**config.mk**
```make
export PLATFORM = sky130hd
export DESIGN_NAME = packbits_decoder_depth_unpack_top
export DESIGN_NICKNAME = d
export VERILOG_FILES = /design/src/hdl/pbd_pkg.sv /design/src/hdl/packbits_decoder_depth_unpack_top.sv /design/src/hdl/pbd_front.sv /design/src/hdl/pbd_queue.sv /design/src/hdl/pbd_back.sv
export SDC_FILE = /design/constraint.sdc
export NUM_CORES = 1
export LEC_CHECK = 0
export BUFFER_PORTS_ARGS = -buffer_cell sky130_fd_sc_hd__buf_2
export CAP_MARGIN = 10
export CORE_ASPECT_RATIO = 0.7
export CORE_MARGIN = 4
export CORE_UTILIZATION = 40
export DETAILED_ROUTE_END_ITERATION = 6
export PLACE_DENSITY = 0.66
export SKIP_CTS_REPAIR_TIMING = 1
export SYNTH_ARGS = -nofsm -noshare
export SYNTH_HDL_FRONTEND = slang
export SYNTH_SLANG_ARGS = --single-unit
```
**constraint.sdc**
```tcl
create_clock -name clk_i -period 5.4 [get_ports clk_i]
set_input_delay 0 -clock clk_i [delete_from_list [all_inputs] [get_ports clk_i]]
set_output_delay 0 -clock clk_i [all_outputs]
set_load 0.01 [all_outputs]
```
**src/hdl/pbd_pkg.sv**
```systemverilog
package pbd_pkg;

  // fixed field and format constants
  localparam int unsigned MAX_RUN     = 128;
  localparam int unsigned MAX_RESULTS = 64;
  localparam int unsigned GRP_W       = $clog2(MAX_RESULTS);
  localparam int unsigned TOTAL_W     = 11;   // up to MAX_RUN * 8 pixels per byte
  localparam int unsigned CFG_DATA_W  = 20;
  localparam int unsigned EMIT_W      = 21;
  localparam int unsigned QUEUE_DEPTH = 2;

  // configuration register indexes
  typedef enum logic {
    REG_PIXEL_DEPTH = 1'b0,
    REG_PIXEL_LIMIT = 1'b1
  } cfg_reg_e;

  // input request
  typedef struct packed {
    logic [7:0] code_byte;
    logic       end_of_segment;
  } in_t;

  // output request: one pixel group
  typedef struct packed {
    logic [63:0] pixels_low;
    logic [63:0] pixels_high;
    logic [4:0]  pixel_count;
    logic        last_of_item;
  } out_t;

  // expansion job handed from the front to the back
  typedef struct packed {
    logic [63:0]        unit;    // expanded pixels of one byte, pixel 0 low
    logic [1:0]         ulog;    // log2 of pixels per byte
    logic [TOTAL_W-1:0] total;   // pixels to emit, nonzero
  } job_t;

endpackage

```
**src/hdl/packbits_decoder_depth_unpack_top.sv**
```systemverilog
// PackBits decoder with pixel-depth unpacking. The front stage parses one compressed
// byte per cycle while the queue has room (headers, repeat byte, literal bytes), expands
// it by pixel_depth and queues a job in a two-entry queue; the back stage emits one pixel
// group of up to PIXELS_PER_GROUP pixels per cycle while the output does not stall. A byte
// that yields P pixels occupies the back stage for ceil(P / PIXELS_PER_GROUP) groups (at
// most 64) and no new job is taken before its last group is registered; a long run (up to
// 1024 pixels at 1 bit per pixel) holds the input, once the queue is full, until its
// groups drain through the output register. Configuration is written through cfg_we_i,
// cfg_idx_i and cfg_data_i only while idle, a rule for the user the block does not enforce.
module packbits_decoder_depth_unpack_top #(
  parameter int unsigned PIXELS_PER_GROUP = 16
) (
  input  logic                           clk_i,
  input  logic                           rst_ni,
  input  logic                           in_valid_i,
  output logic                           in_ready_o,
  input  pbd_pkg::in_t                   in_data_i,
  output logic                           out_valid_o,
  input  logic                           out_ready_i,
  output pbd_pkg::out_t                  out_data_o,
  input  logic                           cfg_we_i,
  input  pbd_pkg::cfg_reg_e              cfg_idx_i,
  input  logic [pbd_pkg::CFG_DATA_W-1:0] cfg_data_i
);

  logic          fj_valid;
  logic          fj_ready;
  pbd_pkg::job_t fj_data;
  logic          bj_valid;
  logic          bj_ready;
  pbd_pkg::job_t bj_data;

  // byte parser and expander
  pbd_front u_front (
    .clk_i       (clk_i),
    .rst_ni      (rst_ni),
    .in_valid_i  (in_valid_i),
    .in_ready_o  (in_ready_o),
    .in_data_i   (in_data_i),
    .cfg_we_i    (cfg_we_i),
    .cfg_idx_i   (cfg_idx_i),
    .cfg_data_i  (cfg_data_i),
    .job_valid_o (fj_valid),
    .job_ready_i (fj_ready),
    .job_o       (fj_data)
  );

  // job queue
  pbd_queue u_queue (
    .clk_i        (clk_i),
    .rst_ni       (rst_ni),
    .push_valid_i (fj_valid),
    .push_ready_o (fj_ready),
    .push_data_i  (fj_data),
    .pop_valid_o  (bj_valid),
    .pop_ready_i  (bj_ready),
    .pop_data_o   (bj_data)
  );

  // group emitter
  pbd_back #(
    .PIXELS_PER_GROUP (PIXELS_PER_GROUP)
  ) u_back (
    .clk_i       (clk_i),
    .rst_ni      (rst_ni),
    .job_valid_i (bj_valid),
    .job_ready_o (bj_ready),
    .job_i       (bj_data),
    .out_valid_o (out_valid_o),
    .out_ready_i (out_ready_i),
    .out_data_o  (out_data_o)
  );

endmodule

```
**src/hdl/pbd_front.sv**
```systemverilog
module pbd_front (
  input  logic                              clk_i,
  input  logic                              rst_ni,
  input  logic                              in_valid_i,
  output logic                              in_ready_o,
  input  pbd_pkg::in_t                      in_data_i,
  input  logic                              cfg_we_i,
  input  pbd_pkg::cfg_reg_e                 cfg_idx_i,
  input  logic [pbd_pkg::CFG_DATA_W-1:0]    cfg_data_i,
  output logic                              job_valid_o,
  input  logic                              job_ready_i,
  output pbd_pkg::job_t                     job_o
);

  typedef enum logic [1:0] {
    PH_HEADER  = 2'd0,
    PH_REPEAT  = 2'd1,
    PH_LITERAL = 2'd2
  } phase_e;

  localparam logic [pbd_pkg::EMIT_W-1:0] EMIT_MAX = '1;

  logic [5:0]                     depth_q;
  logic [19:0]                    limit_q;
  phase_e                         phase_q, phase_d;
  logic [7:0]                     rem_q, rem_d;
  logic [7:0]                     rep_q, rep_d;
  logic [pbd_pkg::EMIT_W-1:0]     emit_q, emit_d;

  logic [7:0]                     b;
  logic [7:0]                     reps;
  logic [7:0]                     rem_dec;
  logic [63:0]                    unit;
  logic [1:0]                     ulog;
  logic [pbd_pkg::TOTAL_W-1:0]    total;
  logic [pbd_pkg::EMIT_W:0]       emit_sum;
  logic                           accept;

  assign b          = in_data_i.code_byte;
  assign in_ready_o = job_ready_i;
  assign accept     = in_valid_i && job_ready_i;

  // expand one byte by pixel depth
  always_comb begin
    unit = '0;
    ulog = 2'd0;
    unique case (depth_q)
      6'd1: begin
        ulog = 2'd3;
        for (int k = 0; k < 8; k++) begin
          unit[k*8 +: 8] = b[7-k] ? 8'd0 : 8'd255;
        end
      end
      6'd2: begin
        ulog = 2'd2;
        for (int k = 0; k < 4; k++) begin
          unit[k*8 +: 8] = {6'd0, b[7-2*k -: 2]};
        end
      end
      6'd4: begin
        ulog = 2'd1;
        unit[7:0]  = {4'd0, b[7:4]};
        unit[15:8] = {4'd0, b[3:0]};
      end
      default: begin
        unit[7:0] = b;
      end
    endcase
  end

  // packet parser
  always_comb begin
    phase_d = phase_q;
    rem_d   = rem_q;
    rep_d   = rep_q;
    reps    = 8'd0;
    rem_dec = (rem_q != 8'd0) ? rem_q - 8'd1 : 8'd0;
    unique case (phase_q)
      PH_REPEAT: begin
        reps    = rep_q;
        phase_d = PH_HEADER;
      end
      PH_LITERAL: begin
        reps    = 8'd1;
        rem_d   = rem_dec;
        phase_d = (rem_dec == 8'd0) ? PH_HEADER : PH_LITERAL;
      end
      default: begin
        phase_d = PH_HEADER;
        if (emit_q < {1'b0, limit_q} && b != 8'd128) begin
          if (b > 8'd128) begin
            rep_d   = 8'(9'd257 - {1'b0, b});
            phase_d = PH_REPEAT;
          end else begin
            rem_d   = b + 8'd1;
            phase_d = PH_LITERAL;
          end
        end
      end
    endcase

    total    = pbd_pkg::TOTAL_W'({3'd0, reps} << ulog);
    emit_sum = {1'b0, emit_q} + (pbd_pkg::EMIT_W + 1)'(total);
    emit_d   = emit_sum[pbd_pkg::EMIT_W] ? EMIT_MAX : emit_sum[pbd_pkg::EMIT_W-1:0];

    // end of segment resets the parser
    if (in_data_i.end_of_segment) begin
      phase_d = PH_HEADER;
      rem_d   = 8'd0;
      rep_d   = 8'd0;
      emit_d  = '0;
    end
  end

  assign job_valid_o = in_valid_i && (total != '0);
  assign job_o.unit  = unit;
  assign job_o.ulog  = ulog;
  assign job_o.total = total;

  // parser state and configuration registers
  always_ff @(posedge clk_i or negedge rst_ni) begin
    if (!rst_ni) begin
      depth_q <= 6'd8;
      limit_q <= 20'hFFFFF;
      phase_q <= PH_HEADER;
      rem_q   <= 8'd0;
      rep_q   <= 8'd0;
      emit_q  <= '0;
    end else begin
      if (cfg_we_i) begin
        unique case (cfg_idx_i)
          pbd_pkg::REG_PIXEL_DEPTH: depth_q <= cfg_data_i[5:0];
          pbd_pkg::REG_PIXEL_LIMIT: limit_q <= cfg_data_i;
          default: ;
        endcase
      end
      if (accept) begin
        phase_q <= phase_d;
        rem_q   <= rem_d;
        rep_q   <= rep_d;
        emit_q  <= emit_d;
      end
    end
  end

endmodule

```
**src/hdl/pbd_queue.sv**
```systemverilog
module pbd_queue (
  input  logic          clk_i,
  input  logic          rst_ni,
  input  logic          push_valid_i,
  output logic          push_ready_o,
  input  pbd_pkg::job_t push_data_i,
  output logic          pop_valid_o,
  input  logic          pop_ready_i,
  output pbd_pkg::job_t pop_data_o
);

  localparam int unsigned PTR_W = $clog2(pbd_pkg::QUEUE_DEPTH);
  localparam int unsigned CNT_W = $clog2(pbd_pkg::QUEUE_DEPTH + 1);

  pbd_pkg::job_t     mem_q [pbd_pkg::QUEUE_DEPTH];
  logic [PTR_W-1:0]  wr_ptr_q;
  logic [PTR_W-1:0]  rd_ptr_q;
  logic [CNT_W-1:0]  cnt_q;
  logic              push;
  logic              pop;

  assign push_ready_o = (cnt_q != CNT_W'(pbd_pkg::QUEUE_DEPTH));
  assign pop_valid_o  = (cnt_q != '0);
  assign pop_data_o   = mem_q[rd_ptr_q];
  assign push         = push_valid_i && push_ready_o;
  assign pop          = pop_valid_o && pop_ready_i;

  // storage
  always_ff @(posedge clk_i) begin
    if (push) begin
      mem_q[wr_ptr_q] <= push_data_i;
    end
  end

  // pointers and fill count
  always_ff @(posedge clk_i or negedge rst_ni) begin
    if (!rst_ni) begin
      wr_ptr_q <= '0;
      rd_ptr_q <= '0;
      cnt_q    <= '0;
    end else begin
      if (push) begin
        wr_ptr_q <= (wr_ptr_q == PTR_W'(pbd_pkg::QUEUE_DEPTH - 1)) ? '0 : wr_ptr_q + 1'b1;
      end
      if (pop) begin
        rd_ptr_q <= (rd_ptr_q == PTR_W'(pbd_pkg::QUEUE_DEPTH - 1)) ? '0 : rd_ptr_q + 1'b1;
      end
      if (push && !pop) begin
        cnt_q <= cnt_q + 1'b1;
      end else if (pop && !push) begin
        cnt_q <= cnt_q - 1'b1;
      end
    end
  end

`ifndef SYNTH
  a_cnt_bound: assert property (@(posedge clk_i) disable iff (!rst_ni)
    cnt_q <= CNT_W'(pbd_pkg::QUEUE_DEPTH))
    else $error("queue count above depth");
`endif

endmodule

```
**src/hdl/pbd_back.sv**
```systemverilog
module pbd_back #(
  parameter int unsigned PIXELS_PER_GROUP = 16
) (
  input  logic          clk_i,
  input  logic          rst_ni,
  input  logic          job_valid_i,
  output logic          job_ready_o,
  input  pbd_pkg::job_t job_i,
  output logic          out_valid_o,
  input  logic          out_ready_i,
  output pbd_pkg::out_t out_data_o
);

  localparam logic [pbd_pkg::GRP_W-1:0]   GRP_LAST = pbd_pkg::GRP_W'(pbd_pkg::MAX_RESULTS - 1);
  localparam logic [pbd_pkg::TOTAL_W-1:0] GROUP_T  = pbd_pkg::TOTAL_W'(PIXELS_PER_GROUP);

  logic                          busy_q;
  logic [63:0]                   unit_q;
  logic [2:0]                    mask_q;
  logic [pbd_pkg::TOTAL_W-1:0]   left_q;
  logic [2:0]                    off_q;
  logic [pbd_pkg::GRP_W-1:0]     grp_q;
  logic                          out_valid_q;
  pbd_pkg::out_t                 out_q;

  logic                          adv;
  logic                          take;
  logic [4:0]                    n;
  logic                          last;
  logic [127:0]                  pix;
  logic [2:0]                    sel;

  assign job_ready_o = !busy_q;
  assign take        = job_valid_i && !busy_q;
  assign adv         = busy_q && (!out_valid_q || out_ready_i);

  // build one group from the repeating unit
  always_comb begin
    pix = '0;
    sel = '0;
    n   = (left_q >= GROUP_T) ? 5'(PIXELS_PER_GROUP) : left_q[4:0];
    for (int k = 0; k < PIXELS_PER_GROUP; k++) begin
      sel = (off_q + 3'(k)) & mask_q;
      if (5'(k) < n) begin
        pix[k*8 +: 8] = unit_q[sel*8 +: 8];
      end
    end
    last = (left_q == pbd_pkg::TOTAL_W'(n)) || (grp_q == GRP_LAST);
  end

  // job and output registers
  always_ff @(posedge clk_i or negedge rst_ni) begin
    if (!rst_ni) begin
      busy_q      <= 1'b0;
      out_valid_q <= 1'b0;
    end else begin
      if (adv) begin
        out_valid_q <= 1'b1;
        if (last) begin
          busy_q <= 1'b0;
        end
      end else if (out_ready_i) begin
        out_valid_q <= 1'b0;
      end
      if (take) begin
        busy_q <= 1'b1;
      end
    end
  end

  always_ff @(posedge clk_i) begin
    if (adv) begin
      out_q.pixels_low   <= pix[63:0];
      out_q.pixels_high  <= pix[127:64];
      out_q.pixel_count  <= n;
      out_q.last_of_item <= last;
      left_q             <= left_q - pbd_pkg::TOTAL_W'(n);
      off_q              <= off_q + n[2:0];
      grp_q              <= grp_q + 1'b1;
    end
    if (take) begin
      unit_q <= job_i.unit;
      mask_q <= 3'((4'd1 << job_i.ulog) - 4'd1);
      left_q <= job_i.total;
      off_q  <= 3'd0;
      grp_q  <= '0;
    end
  end

  assign out_valid_o = out_valid_q;
  assign out_data_o  = out_q;

`ifndef SYNTH
  a_count_range: assert property (@(posedge clk_i) disable iff (!rst_ni)
    out_valid_o |-> (out_data_o.pixel_count != 5'd0) &&
                    (out_data_o.pixel_count <= 5'(PIXELS_PER_GROUP)))
    else $error("group pixel count out of range");
  a_busy_left: assert property (@(posedge clk_i) disable iff (!rst_ni)
    busy_q |-> left_q != '0)
    else $error("busy with no pixels left");
  a_last_frees: assert property (@(posedge clk_i) disable iff (!rst_ni)
    (adv && last) |=> !busy_q && out_data_o.last_of_item)
    else $error("final group did not release the job");
`endif

endmodule
```
After elaboration in Yosys (flattened, before gate mapping)
Memory sizes are Yosys's and may differ from the RTL's.
Index checks and enable logic that the tools add are counted.
Word-level totals
  flip-flop bits (word level): 292
  memory bits (writable): 154
  input bits: 35
  output and inout port bits: 136
  memories: 1
Cells by class
  $add $sub $neg: 19
  $lt $le $gt $ge: 19
  eq/ne operators: 12
  shifts and indexed selects: 10
  muxes and demuxes: 44
  bitwise gates (word level): 9
  reductions and logical operators: 31
Memory list
  u_queue.mem_q: words 2, width 77, rd ports 1, clocked after memory_dff 0, write ports 1, line pbd_queue.sv:15  | pbd_pkg::job_t mem_q [pbd_pkg::QUEUE_DEPTH];
Operators with widths (number)
  variable part select 64 x 7 -> 8 bit: 8
  2-to-1 mux 8 bit: 16
  case mux 8 bit (3 select lines): 2
  2-to-1 mux 21 bit: 2
  < comparator 4 x 5 -> 1 bit (first input constant): 8
  2-to-1 mux 32 bit: 1
  case mux 16 bit (2 select lines): 1
  case mux 8 bit (2 select lines): 2
  AND 3 bit: 8
  adder 21 x 11 -> 22 bit: 1
  2-to-1 mux 11 bit: 2
  < comparator 21 x 20 -> 1 bit: 1
  < comparator 3 x 5 -> 1 bit (first input constant): 4
  nonzero test 2 bit: 7
  adder 3 bit (second input constant): 4
  2-to-1 mux 2 bit: 6
  == test 11 x 5 -> 1 bit: 1
  greater-or-equal comparator 11 x 5 -> 1 bit (second input constant): 1
  nonzero test 11 bit: 1
  left shift 8 x 2 -> 11 bit: 1
  subtractor 11 x 5 -> 11 bit: 1
  < comparator 1 x 5 -> 1 bit (first input constant): 2
  < comparator 2 x 5 -> 1 bit (first input constant): 2
  2-to-1 mux 1 bit: 9
  36 further kinds: 53

Depth between registers and ports, before layout
Gate-level depths: netlist (run 1).
  depth in word-level cells: 10
  gate-level depth with buffers: 17
  mapped depth without buffers: 15

Modules after synthesis
From an unflattened synthesis (run 1), not the netlist that was laid out.
Unflattened totals
  cells, all modules: 1838
  area, all modules: 23782.8 um2
Modules (own cells, without submodules)
  pbd_back: times used 1, cells an instance 975, area each 12655.9 um2, sequential area each 6596.3 um2
  pbd_queue: times used 1, cells an instance 258, area each 5830.6 um2, sequential area each 4724.5 um2
  pbd_front: times used 1, cells an instance 605, area each 5296.3 um2, sequential area each 1652.8 um2

Worst setup path after synthesis (run 1)
No wires, ideal clock.
  path kind: register to register
  start: reg u_back.out_valid_q, in the netlist u_back.out_valid_o
  end: reg u_back.left_q[0] (netlist name) (enable)
  setup time: 0.352 ns
  arrival time: 5.249 ns
  path slack: -0.200 ns
  stages on the path, launching flop included: 6
  path buffers: 1
  cell sequence: dfrtp_1 nand2b_1 and2_1 clkbuf_1 nor2_1 inv_1
On the way
  cells in the longest elaborated chain, start to end: 4
RTL lines
  start, declared: line pbd_back.sv:23  | logic out_valid_q;
  start signal, assigned: line pbd_back.sv:55  | out_valid_q <= 1'b0;
  start signal, assigned: line pbd_back.sv:58  | out_valid_q <= 1'b1;
  start signal, assigned: line pbd_back.sv:63  | out_valid_q <= 1'b0;
  zero test 1 bit: line pbd_back.sv:35  | assign adv = busy_q && (!out_valid_q || out_ready_i);
  logical OR 1 bit: line pbd_back.sv:35
  logical AND 1 bit: line pbd_back.sv:35
  via u_back.adv: line pbd_back.sv:26  | logic adv;
  nonzero test 2 bit (no line)
  end signal, assigned: line pbd_back.sv:77  | left_q <= left_q - pbd_pkg::TOTAL_W'(n);
  end signal, assigned: line pbd_back.sv:84  | left_q <= job_i.total;
  end, declared: line pbd_back.sv:20  | logic [pbd_pkg::TOTAL_W-1:0] left_q;
The timed path passes the listed nets, and every way through them passes these cells.
A chain may end at the register's enable or synchronous reset.

==> metrics.txt, run 1 <==
Pwr Density=594.5 mW/mm^2; FF+latch count, synth=323; Overflow after GRT=0; post-place setup slack=0.8612 ns; Worst Tran Pin Value=1.067 ns; ys async rst share=21.98%; clock-pin slew on the worst setup and hold paths=0.06 ns; fin area=0.01817 mm^2; CTS sink count=323; crit path max fanout=15; placed cell areas=0.01668 mm^2; slowest CP cell=o21ai_1; CTS Root Cell=clkbuf_16; core area=0.03757 mm^2; Period Utilization, post-route=84.74%; Hold Startpoint=in_data_i[4]; FMAX=between 0.2 and 0.25 GHz; Diodes inserted=0; max-slew violation count=0; CP Capture Type=flop; Yosys top cell area share=47.41%; VDD IR max=0.2380 mV; Die H=172.1 um; endpoints failing hold=2; slew margin rel.=28.18%; Setup TNS Final=0 ns; fin crit period=4.576 ns; critical path's top delay family=compound AO/OA/AOI/OAI gates; Worst Setup EP=u_front.emit_q[20]$_DFFE_PN0P_; Ys Warns=0; worst setup path start=u_front.depth_q[0]$_DFFE_PN0P_; status=finished with violations; HP Class=in2reg; top post-synthesis cells by area=edfxtp_1 47%, dfrtp_1 8.1%, nor2_1 4.6%, a21oi_1 4.2%, ha_1 3.7%; Worst Hold Slack=-0.01508 ns; TritonRoute pass-1 iters=7; Setup CP Type=reg2reg; cells on worst reg2reg path=12; H-tree depth=2; DR vias=10920; commonest non-fill, non-tap cell in the layout=edfxtp_1; crit path buf inv count=1; final setup vio count=0; Leak Pwr=7.210 nW; worst r2r dst=u_front.emit_q[20]$_DFFE_PN0P_; initial antenna violation count=0; RR Startpoint=u_front.depth_q[0]$_DFFE_PN0P_; # fillers=between 3000 and 4000; worst path required time=5.79 ns; Max Buffers Root-to-Sink=3; vias in the first global route=10240; Port Buffers=170; I/O pins=171; wire per inst=18.34 um; Clock Latency Late Sink=0.53 ns; Num CTS Buffers=35; largest net degree at the start of global routing=72; hpwl dp=26600 um; Rows=slightly below 60; TritonCTS clock tree=built; Max stage delay on crit path=approximately 0.83 ns; first-pass GRT wire length=57150 um; antenna-violating nets left=0; flop-to-flop setup slack=0.82 ns; Total Die Area=roughly 0.042 mm^2; non-filler cells, final=2009; sequential share of the synthesized area=60.30%; Synth cell types=75; area leader, netlist=edfxtp_1; Final WS setup=0.8241 ns; Starting Density=40.96%; cell area after synthesis=0.01539 mm^2; layout cell share with drive strength beyond 1=between 20% and 30%; stages on the worst setup path=12; Die X=242.5 um; nets@finish=roughly 1600; Syn-to-layout area delta=18.03%; Fin Clk Skew=about 0.017 ns; worst-path cell chain=nor2b_1 -> o21ai_1 -> inv_2 -> o32ai_1 -> ha_1 -> nand2b_1 -> a21oi_1 -> o41a_1 -> a221oi_1 -> nor3_1 -> o21ai_0 -> a31oi_1; routed wire length=about 37000 um; final RePlAce weighted congestion=0.8634; DR DRC count=0; DP Cell Count=1914; GRT Resource Usage Total=17.09%; Syn Area/Cell=11.77 um^2; most common flop cell mapped by yosys=edfxtp_1; DRT iter0 DRCs=1138; failing checks=negative hold slack; max-cap viol count=0; RSZ-0062 raised after global routing=false; Vias/cell=roughly 5.4; critical path arrival=4.96 ns; CP Launch Type=flop; number of synthesized flops with an enable pin=243; Syn Nets=1390; commonest non-fill, non-tap cells in the layout=243 x edfxtp_1, 189 x nor2_1, 169 x buf_2, 128 x a21oi_1, 72 x nand2_1; Post-Syn Instances=about 1300
-- cell families (layout without fill, tap and decap cells) --
kind of cell / count (synthesis) / after routing / synth area share, %
AOI/OAI and AO/OA: 312 / 312 / 12.22
adders and majority gates: 47 / 47 / 3.918
muxes: 83 / 83 / 6.975
xor gates and xnor gates: 39 / 39 / 2.219
buffers and inverters: 115 / 328 / 2.935
other: 1 / 1 / 0.02436
and+or+nand+nor: 388 / 388 / 11.41
DFF: 323 / 323 / 60.30
-- metrics by stage --
stage | total power, mW | hold WS, ns | util (%)
2_1_floorplan | 6.987 | -0.2956 | -
3_3_place_gp | 8.247 | 0.1779 | 44.40
3_5_place_dp | 8.360 | 0.1847 | 44.40
4_1_cts | 10.85 | -0.3769 | 47.52
5_1_grt | 11.49 | 0.001211 | 48.35
6_report | 10.80 | -0.01508 | 48.35
-- cell usage after synthesis (17+ instances only) --
cell,instances
dfstp_2,21
nand2b_1,20
mux2_2,50
edfxtp_1,243
a21oi_1,128
mux2i_1,18
a31oi_1,17
nand2_1,72
o21ai_0,63
dfrtp_1,50
nor3_1,19
clkbuf_1,49
ha_1,45
nor2_1,189
inv_1,50
xor2_1,23
-- flip-flops by register name, summed over array words and instances, names as in the netlist --
| name | count |
|---|---|
| u_back.left_q | 11 |
| u_queue.wr_ptr_q | 1 |
| u_back.off_q | 3 |
| u_front.rem_q | 8 |
| u_front.limit_q | 20 |
| u_front.emit_q | 21 |
| u_back.out_valid_o | 1 |
| u_queue.rd_ptr_q | 1 |
| u_queue.mem_q | 72 |
| u_front.rep_q | 8 |
| u_back.out_data_o | 134 |
| u_queue.cnt_q | 2 |
| u_back.unit_q | 23 |
| u_back.busy_q | 1 |
| u_back.grp_q | 6 |
| u_back.mask_q | 3 |
| u_front.depth_q | 6 |
| u_front.phase_q | 2 |
-- worst min-delay path by stage --
stage                                                end  cells past startpoint
final                     u_queue.mem_q[0][52]$_DFFE_PP_                      2
after global routing      u_queue.mem_q[0][20]$_DFFE_PP_                      2
after CTS                   u_front.rem_q[5]$_DFFE_PN0P_                      1
after detailed placement    u_front.rem_q[6]$_DFFE_PN0P_                      1
after floorplan                u_back.busy_q$_DFFE_PN0P_                      0
after global placement      u_front.rem_q[6]$_DFFE_PN0P_                      1
-- area by class of cell --
type | count | area, um^2 | area share [%]
Sequential cell | 323 | 9280 | 51.08
Tap cell | 488 | 610.6 | 3.361
Timing Repair Buffer | 210 | 1231 | 6.777
Multi-Input combinational cell | 870 | 5664 | 31.18
Clock inverter | 21 | 244.0 | 1.343
Clock buffer | 43 | 927.1 | 5.104
Inverter | 54 | 209.0 | 1.150
-- metal layers --
layer  GRT usage, %  vias up  share of wire, %  wire [um]
met4          3.808        0               1.8        659
met1          25.56     5290                47      17150
met3          4.433       53               8.5       3149
li1               -     5171                 -          -
met2          25.14      409                43      15900
met5              0        -                 0          0
-- power by group --
part / total (mW) / switching, mW / internal [mW]
Combinational: 3.82 / 2.39 / 1.43
Sequential: 4.52 / 0.512 / 4.01
Clock: 2.46 / 0.988 / 1.47
-- worst register-to-register path: stages, from the launching register on --
cell and delay (ns):
dfrtp_1 0.43, nor2b_1 0.18, o21ai_1 0.83, inv_2 0.30, o32ai_1 0.63, ha_1 0.39, nand2b_1 0.13, a21oi_1 0.10
o41a_1 0.45, a221oi_1 0.63, nor3_1 0.14, o21ai_0 0.19, a31oi_1 0.06
Power figures use the tool's default switching activity.
==> inputs of run 2 (changes only) <==
--- a/config.mk
+++ b/config.mk
@@ -11,7 +11,7 @@
 export CORE_MARGIN = 4
 export CORE_UTILIZATION = 40
 export DETAILED_ROUTE_END_ITERATION = 6
-export PLACE_DENSITY = 0.66
+export PLACE_DENSITY = 0.64
 export SKIP_CTS_REPAIR_TIMING = 1
 export SYNTH_ARGS = -nofsm -noshare
 export SYNTH_HDL_FRONTEND = slang
==> constraint.sdc (replaced) <==
create_clock -name clk_i -period 4.3 [get_ports clk_i]
set_input_delay 0 -clock clk_i [delete_from_list [all_inputs] [get_ports clk_i]]
set_output_delay 0 -clock clk_i [all_outputs]
set_load 0.01 [all_outputs]
==> metrics.txt, run 2 (same netlist as run 1, synthesis figures left out) <==
DRT met1 WL=17970 um (+4.7%); switching share of total power=35.92% (-0.13 points); core area=0.03757 mm^2 (unchanged); GRT Resource Usage Total=17.54% (+0.44 points); HP Class=in2reg; initial antenna violation count=0 (unchanged); CP Launch Type=flop; largest net degree at the start of global routing=94 (+31%); Leak Pwr=7.291 nW (+1.1%); Vias/cell=5.477 (+0.74%); non-filler cells, final=2015 (+0.30%); Setup TNS Final=0 ns (unchanged); max-cap viol count=0 (unchanged); layout cell share with drive strength beyond 1=23.12% (+0.96 points); first-pass GRT wire length=58500 um (+2.4%); # fillers=3324 (+0.67%); status=finished with violations; crit path max fanout=12 (-3); failing checks=negative hold slack; max-slew violation count=0 (unchanged); slowest CP cell=o32ai_1; Overflow after GRT=0 (unchanged); Hold Startpoint=in_data_i[6]; internal power=8.841 mW (+28%); Worst Hold Slack=-0.01029 ns (+0.004787 ns); DRT iter0 DRCs=1090 (-4.2%); TritonRoute pass-1 iters=5 (-2); Num CTS Buffers=35 (unchanged); DP Cell Count=1921 (+0.37%); Max Buffers Root-to-Sink=3 (unchanged); I/O pins=171 (unchanged); flop-to-flop setup slack=0.20 ns (-0.62 ns); nets@finish=1583 (+0.44%); H-tree depth=2 (unchanged); FMAX=0.2439 GHz (+12%); DR DRC count=0 (unchanged); Met2 Wirelength=16520 um (+4.0%); Hold Crit Depth=2 (unchanged); Final WS setup=0.2002 ns (-0.6239 ns); Total Die Area=0.04173 mm^2 (unchanged); worst r2r dst=u_front.emit_q[1]$_DFFE_PN0P_; Diodes inserted=0 (unchanged); commonest non-fill, non-tap cells in the layout=243 x edfxtp_1, 189 x nor2_1, 169 x buf_2, 128 x a21oi_1, 72 x nand2_1; commonest non-fill, non-tap cell in the layout=edfxtp_1; met3 wire length=2875 um (-8.7%); antenna-violating nets left=0 (unchanged); wire per inst=18.78 um (+2.3%); Fin Clk Skew=0.01778 ns (+0.0006587 ns); hpwl dp=27190 um (+2.2%); clock-pin slew on the worst setup and hold paths=0.06 ns (about the same); Port Buffers=170 (unchanged); DR vias=11040 (+1.0%); VDD IR max=0.3215 mV (+35%); post-place setup slack=0.3231 ns (-0.5382 ns); CP Capture Type=flop; Top reg by flops=u_back.out_data_o; Syn-to-layout area delta=19.10%; Clock Latency Late Sink=0.53 ns (about the same); combinational power share=34.7% (-0.7 points); Starting Density=40.96% (unchanged); DR top layer=met4; WHS Endpoint=u_queue.mem_q[1][18]$_DFFE_PP_; RR Startpoint=u_front.depth_q[5]$_DFFE_PN0P_; biggest regs=u_back.out_data_o x134, u_queue.mem_q x72, u_back.unit_q x23; routed wire length=37830 um (+2.7%); CTS sink count=323 (unchanged); Rows=59 (unchanged); fin crit period=4.100 ns (-0.4761 ns); final RePlAce weighted congestion=0.8595 (-0.45%); Pwr Density=752.6 mW/mm^2 (+27%); worst path required time=4.69 ns (-1.10 ns); TritonCTS clock tree=built; Die H=172.1 um (unchanged); critical path arrival=4.49 ns (-0.47 ns); Period Utilization, post-route=95.34% (+11 points); final setup vio count=0 (unchanged); Max stage delay on crit path=0.42 ns (-0.41 ns); clock power share=23.8% (+1.0 points); CTS Root Cell=clkbuf_16; cells on worst reg2reg path=15 (+3); Worst Tran Pin Value=1.018 ns (-0.04956 ns); Setup CP Type=reg2reg; sequential group share of total power=41.5% (-0.4 points); max FFs per register=134 (unchanged); slew margin rel.=31.82% (+3.6 points); worst-path cell chain=or3_1 -> or3_1 -> buf_4 -> clkinv_4 -> mux2i_1 -> o32ai_1 -> ha_1 -> o21ai_0 -> o21bai_1 -> a21oi_1 -> o31ai_1 -> o31a_1 -> a21oi_1 -> buf_4 -> a221oi_1; endpoints failing hold=4 (+2); net switching power=4.955 mW (+27%); Die X=242.5 um (unchanged); vias in the first global route=10550 (+3.0%)
run 2: changes by cell type in the layout (fill, tap and decap cells not counted), moves of 2 or more:
cell	before	now
buf_4	10	16
clkbuf_1	7	2
clkinv_1	6	3
clkinv_4	1	4
bufinv_16	5	7
clkbuf_8	0	2
clkinvlp_4	1	3
run 2: final cells by class:
class / instances / area [um^2] / share of cell area, %
flip-flops and latches: 323 / 9280 / 50.62
multi-input cells: 870 / 5675 / 30.96
repair buffers: 217 / 1296 / 7.071
clock buffers: 40 / 935.9 / 5.105
well taps: 488 / 610.6 / 3.331
clock inverters: 23 / 324.1 / 1.768
inverters: 54 / 209.0 / 1.140
run 2: worst max-delay path, delay by kind of cell (launching register included):
family | cells | cell delay (ns)
compound gates | 8 | 1.81
fa+ha+maj | 1 | 0.36
buf+inv | 3 | 0.53
flops | 1 | 0.41
mux | 1 | 0.09
simple gates | 2 | 0.77
run 2: per-stage QoR:
stage / util (%) / area [um^2] / power, mW
6_report: 48.79 / 18330 / 13.80
5_1_grt: 48.79 / 18330 / 14.65
4_1_cts: 47.93 / 18010 / 13.85
3_5_place_dp: 44.58 / 16750 / 10.52
3_3_place_gp: 44.58 / 16750 / 10.38
2_1_floorplan: - / 15390 / 8.774
run 2: power groups by stage:
stage	registers (mW)	clock network (mW)	logic [mW]
6_report	5.72	3.29	4.79
5_1_grt	5.84	3.49	5.32
4_1_cts	5.72	3.36	4.77
3_5_place_dp	5.77	0	4.74
3_3_place_gp	5.75	0	4.63
2_1_floorplan	5.88	0	2.89
run 2: worst max-delay path by stage:
stage	start	to	slack, ns
2_1_floorplan	u_front.depth_q[5]$_DFFE_PN0P_	u_queue.mem_q[0][0]$_DFFE_PP_	0.09
3_3_place_gp	u_front.depth_q[5]$_DFFE_PN0P_	u_front.emit_q[1]$_DFFE_PN0P_	0.40
4_1_cts	u_front.depth_q[5]$_DFFE_PN0P_	u_front.emit_q[1]$_DFFE_PN0P_	0.28
3_5_place_dp	u_front.depth_q[5]$_DFFE_PN0P_	u_front.emit_q[1]$_DFFE_PN0P_	0.32
6_report	u_front.depth_q[5]$_DFFE_PN0P_	u_front.emit_q[1]$_DFFE_PN0P_	0.20
5_1_grt	u_front.depth_q[5]$_DFFE_PN0P_	u_front.emit_q[1]$_DFFE_PN0P_	-0.02
run 2: metal layers:
layer,GRT usage [%],vias up
met5,0,-
met4,3.354,0
met3,3.968,42
met2,26.17,384
met1,26.50,5422
li1,-,5189
